===== config.mk =====
export PLATFORM = sky130hd
export DESIGN_NAME = ldem_arith
export DESIGN_NICKNAME = d
export VERILOG_FILES = /design/src/rtl/assert_macros.svh /design/src/rtl/ldem_pkg.sv /design/src/rtl/ldem_arith.sv
export SDC_FILE = /design/constraint.sdc
export NUM_CORES = 2
export LEC_CHECK = 0
export BUFFER_PORTS_ARGS = -buffer_cell sky130_fd_sc_hd__buf_2
export CAP_MARGIN = 20
export CORE_MARGIN = 5
export CORE_UTILIZATION = 35
export DETAILED_ROUTE_END_ITERATION = 16
export SYNTH_ARGS = -nofsm -noshare
export SYNTH_HDL_FRONTEND = slang
export SYNTH_SLANG_ARGS = --single-unit

===== constraint.sdc =====
create_clock -name clk -period 12.75 [get_ports clk]
set_input_delay 1.9125 -clock clk [delete_from_list [all_inputs] [get_ports clk]]
set_output_delay 1.9125 -clock clk [all_outputs]
set_load 0.02 [all_outputs]

===== src/rtl/assert_macros.svh =====
// Assertion macros shared by the RTL that checks itself.
// Needs a clk and an active-low rst_n in the scope of use.
`ifndef ASSERT_MACROS_SVH
`define ASSERT_MACROS_SVH

// checked only while out of reset
`define LDEM_ASSERT(lbl, prop, msg) \
  lbl: assert property (@(posedge clk) disable iff (!rst_n) prop) else $error(msg);

// checked on every edge, reset included
`define LDEM_ASSERT_ALWAYS(lbl, prop, msg) \
  lbl: assert property (@(posedge clk) prop) else $error(msg);

`endif


===== src/rtl/ldem_pkg.sv =====
// Package for the two-locus LD EM estimator: widths, register indexes,
// sequencer states and the shared arithmetic unit's request/response types.
package ldem_pkg;

  localparam int WORD_W   = 64;
  localparam int WIDE_W   = 128;
  localparam int OUT_FRAC = 30;

  localparam int COUNT_BITS_DEF    = 24;
  localparam int FRACTION_BITS_DEF = 32;

  localparam logic [7:0]  ITER_LIMIT_RST = 8'd100;
  localparam logic [15:0] STOP_TOL_RST   = 16'd4295;
  localparam logic [7:0]  FLOOR_RST      = 8'd4;

  localparam logic [1:0] REG_ITER_LIMIT = 2'd0;
  localparam logic [1:0] REG_STOP_TOL   = 2'd1;
  localparam logic [1:0] REG_FLOOR      = 2'd2;

  typedef enum logic [4:0] {
    S_IDLE, S_P, S_Q, S_F11, S_F12, S_F21, S_F22, S_FLOOR,
    S_T1, S_T2, S_S1, S_S2, S_M1, S_M2, S_D11, S_D12, S_D21, S_D22, S_CHK,
    S_X, S_Y, S_DM1, S_DM2, S_DP, S_PP, S_QQ, S_DD, S_T, S_R2, S_DONE
  } ldem_state_t;

  typedef enum logic {
    OP_MUL,
    OP_DIV
  } arith_op_t;

  // MUL: num[63:0] * den; DIV: floor(num / den), saturating at all ones
  typedef struct packed {
    logic              start;
    arith_op_t         op;
    logic [WIDE_W-1:0] num;
    logic [WORD_W-1:0] den;
  } arith_req_t;

  typedef struct packed {
    logic              busy;
    logic              done;
    logic [WIDE_W-1:0] res;
  } arith_rsp_t;

endpackage


===== src/rtl/ldem_arith.sv =====
// Shared arithmetic unit: 64x64 multiply from four 32x32 partial products,
// and a restoring 128/64 divider, one quotient bit per cycle. Uses ldem_pkg.
module ldem_arith import ldem_pkg::*; (
  input  logic       clk,
  input  logic       rst_n,
  input  arith_req_t req,
  output arith_rsp_t rsp
);

  logic              busy_r;
  logic              done_r;
  arith_op_t         op_r;
  logic [6:0]        cnt_r;
  logic [WORD_W-1:0] a_r;
  logic [WORD_W-1:0] b_r;
  logic [WIDE_W-1:0] acc_r;
  logic [WORD_W-1:0] pp_r;
  logic [1:0]        pp_sh_r;
  logic              pp_vld_r;
  logic [WORD_W-1:0] rem_r;
  logic [WORD_W-1:0] lo_r;
  logic [WORD_W-1:0] quo_r;
  logic [WIDE_W-1:0] res_r;

  logic [31:0]       mul_a;
  logic [31:0]       mul_b;
  logic [WIDE_W-1:0] acc_sum;
  logic [WORD_W-1:0] shl;
  logic              carry;
  logic              take;

  always_comb begin
    mul_a   = cnt_r[0] ? a_r[63:32] : a_r[31:0];
    mul_b   = cnt_r[1] ? b_r[63:32] : b_r[31:0];
    acc_sum = acc_r + (pp_vld_r ? ({64'd0, pp_r} << {pp_sh_r, 5'd0}) : '0);
    carry   = rem_r[WORD_W-1];
    shl     = {rem_r[WORD_W-2:0], lo_r[WORD_W-1]};
    take    = carry || (shl >= b_r);
  end

  always_ff @(posedge clk) begin
    if (!rst_n) begin
      busy_r   <= 1'b0;
      done_r   <= 1'b0;
      pp_vld_r <= 1'b0;
    end else begin
      done_r <= 1'b0;
      if (!busy_r) begin
        if (req.start) begin
          op_r     <= req.op;
          a_r      <= req.num[WORD_W-1:0];
          b_r      <= req.den;
          cnt_r    <= '0;
          acc_r    <= '0;
          pp_vld_r <= 1'b0;
          rem_r    <= req.num[WIDE_W-1:WORD_W];
          lo_r     <= req.num[WORD_W-1:0];
          quo_r    <= '0;
          if (req.op == OP_MUL) begin
            busy_r <= 1'b1;
          end else if (req.den == '0) begin
            res_r  <= (req.num != '0) ? {64'd0, {WORD_W{1'b1}}} : '0;
            done_r <= 1'b1;
          end else if (req.num[WIDE_W-1:WORD_W] >= req.den) begin
            res_r  <= {64'd0, {WORD_W{1'b1}}};
            done_r <= 1'b1;
          end else begin
            busy_r <= 1'b1;
          end
        end
      end else if (op_r == OP_MUL) begin
        pp_r     <= WORD_W'(mul_a) * WORD_W'(mul_b);
        pp_sh_r  <= {1'b0, cnt_r[0]} + {1'b0, cnt_r[1]};
        pp_vld_r <= (cnt_r < 7'd4);
        acc_r    <= acc_sum;
        cnt_r    <= cnt_r + 7'd1;
        if (cnt_r == 7'd4) begin
          res_r  <= acc_sum;
          done_r <= 1'b1;
          busy_r <= 1'b0;
        end
      end else begin
        rem_r <= take ? (shl - b_r) : shl;
        lo_r  <= {lo_r[WORD_W-2:0], 1'b0};
        quo_r <= {quo_r[WORD_W-2:0], take};
        cnt_r <= cnt_r + 7'd1;
        if (cnt_r == 7'd63) begin
          res_r  <= {64'd0, quo_r[WORD_W-2:0], take};
          done_r <= 1'b1;
          busy_r <= 1'b0;
        end
      end
    end
  end

  assign rsp.busy = busy_r;
  assign rsp.done = done_r;
  assign rsp.res  = res_r;

endmodule


==> reports/qor.txt <==
Seq/Total Area, Yosys = 26.6%
number of synthesized flops with an enable pin = 649
GPL Wtd Cong = 0.994
Port Buf Inserts = 325
Hold Path Origin = lo_r[8]
aggregate global routing overflow = 0
Core ar. = 209000 um2
Reg clk slew, reported paths = 0.06 ns
worst-case clock buffer depth = 3
Synth Register Bits = 652
fraction of layout cells with a size suffix above 1 = 9.61%
row count = 168
number of global-route vias before repair = 60.9k
TritonRoute pass-1 iters = 6
drt wl/cell = 25.9 um
status = finished clean
synth top area cells = edfxtp_1 26%, fa_1 24%, ha_1 8.8%, inv_1 5.5%, nor2_1 5.2%
flop2flop setup slack = 3.11 ns
Die Height = 468 um
initial core utilization = 35.1%
Mapped Cells = 7811
final hold violation count = 0
Worst setup SP type = flop
Num Clock Sinks = 652
Root Driver = clkbuf_16
first-pass GRT wire length = 407000 um
skew final = 0.0610 ns
postcts setup bufs = 0
Routed WL = 280000 um
Clock Latency Late Sink = 0.75 ns
synth unique cells = 90
Slowest cell on crit path = mux2i_4
cell accounting for the most synthesized area = edfxtp_1
Avg Cell Area, Syn = 9.42 um2
total track usage = 25.0%
H-tree Lvls = 3
Worst Hold Class = reg2reg
largest net degree at the start of global routing = 112
synthesized cell area = 73600 um2
Post-Route Setup TNS = 0 ns
minimum clock period = 9.64 ns
top cells by count, synth = 1087 x inv_1, 1018 x nor2_1, 898 x fa_1
CTS buffer count = 76
Tcrit/Tclk final = 75.6%
Via density = 5.53
count of final setup violators = 0
Die Footprint = 219000 um2
Arr. time, crit path = 10.23 ns
Crit path largest cell delay = 1.00 ns
Least-Margin Pin Slew = 1.23 ns
CTS tree = built
ANT nets after route = 0
CP Capture Type = flop
CP Data Required Time = 13.34 ns
CP Class = reg2reg
Post-Syn Nets = 9425
Max-slew headroom = 18.1%
IO Count = 326
RSZ-0062 raised after global routing = false
Residual DRC = 0
CTS Hold Bufs = 0
Synth top area share = 26.5%
nets@finish = 9547
ys async rst share = 0%
crit path max fanout = 66
DP HPWL = 220000 um
ys flop type = edfxtp_1
FMAX = 104 MHz
initial drt markers = 5850
Final Slew Violations = 0
CP startpoint = cnt_r[0]
most frequent CP cell = fa_1
top-count cell post-synth = inv_1
Ys Warns = 0
via count = 59.7k
area grow syn2layout = 10.4%
# resized after CTS = 0
initial antenna violation count = 17
Chip Width = 468 um
worst r2r src = cnt_r[0]
Max-Cap Viols = 0
[critical path, delay by kind of cell (launching register included)]
| family | cells | cell delay [ns] |
|---|---|---|
| AO/OA/AOI/OAI | 6 | 1.94 |
| adder cells (fa/ha/maj) | 9 | 4.39 |
| buffers and inverters | 5 | 0.57 |
| flip-flops | 1 | 0.42 |
| multiplexers | 2 | 1.31 |
| AND/OR/NAND/NOR | 4 | 0.67 |
[cell usage in the layout (no fill, tap or decap), types with 31 or more instances in the layout]
master     netlist  routed
nand3_1         48      48
fa_1           898     898
nand2_1        733     733
edfxtp_1       649     649
clkbuf_16        0      78
xnor2_1        145     145
o21ai_1         54      52
nor3_1          62      62
ha_1           520     520
buf_4            2     106
and3_1          32      31
a21oi_1        447     447
xor2_1          94      94
nor2b_1         49      49
o21bai_1        70      70
a31oi_1         36      35
mux2i_1         90      58
a21o_1         197     197
o21a_1          32      32
nand4_1        130     130
nor4_1          66      63
nor2_1        1018    1014
buf_2           18     325
and2_1         261     260
o21ai_0        202     199
mux2_2         102     102
inv_1         1087    1086
[layout make-up]
class / count / area (um2)
Inverter: 1087 / 4080
Sequential cell: 652 / 19600
Clock buffer: 91 / 2000
Antenna cell: 8 / 20.0
Tap cell: 2805 / 3510
Clock inverter: 46 / 608
Timing Repair Buffer: 436 / 2530
Multi-Input combinational cell: 5680 / 48900
Fill cell: 20922 / 128000
[cells by family (layout without fill, tap and decap cells)]
kind of cell             after synthesis  after routing  share of synthesized area [%]
adder cells (fa/ha/maj)             1418           1418                           33.3
AO/OA/AOI/OAI                       1338           1338                           11.8
buffers and inverters               1479           1660                           7.59
other                                  0              8                              0
AND/OR/NAND/NOR                     2492           2492                           15.1
multiplexers                         193            193                           2.81
flip-flops                           652            652                           26.6
XOR/XNOR                             239            239                           2.85
[sequential cells by signal, indices dropped and copies added, names as in the netlist]
signal    flops
rem_r        64
lo_r         64
busy_r        1
pp_vld_r      1
acc_r       128
done_r        1
res_r       128
b_r          64
quo_r        63
a_r          64
pp_r         64
pp_sh_r       2
op_r          1
cnt_r         7
[metrics by stage]
step / hold slack, ns / utilization (%) / instance area, um2 / setup WS, ns / std cells
after CTS: 0.519 / 38.8 / 81100 / 3.30 / 10795
final: 0.522 / 38.8 / 81200 / 3.11 / 10805
after detailed placement: 0.533 / 37.5 / 78500 / 3.27 / 10658
after global placement: 0.526 / 37.5 / 78500 / 3.36 / 10657
after global routing: 0.543 / 38.8 / 81200 / 2.87 / 10797
after floorplan: 0.523 / - / 73600 / 2.02 / 7811
[per-layer routing]
metal | routed length (um) | vias to the layer above | track usage (%) | share of wire, %
met5 | 34 | - | 0 | 0.012
met4 | 12700 | 6 | 9.64 | 4.6
met3 | 29400 | 565 | 7.06 | 11
met2 | 122000 | 3087 | 38.2 | 44
met1 | 116000 | 29865 | 33.8 | 41
li1 | - | 26186 | - | -
[final timing paths]
path,endpoint,depth (start not counted)
setup / recovery,pp_r[57],26
hold / removal,lo_r[9],1
setup reg to reg,pp_r[57],26
hold reg to reg,lo_r[9],1
Power is not shown: default switching activity piles up to over one toggle a cycle in this logic, so the estimate is an artifact.
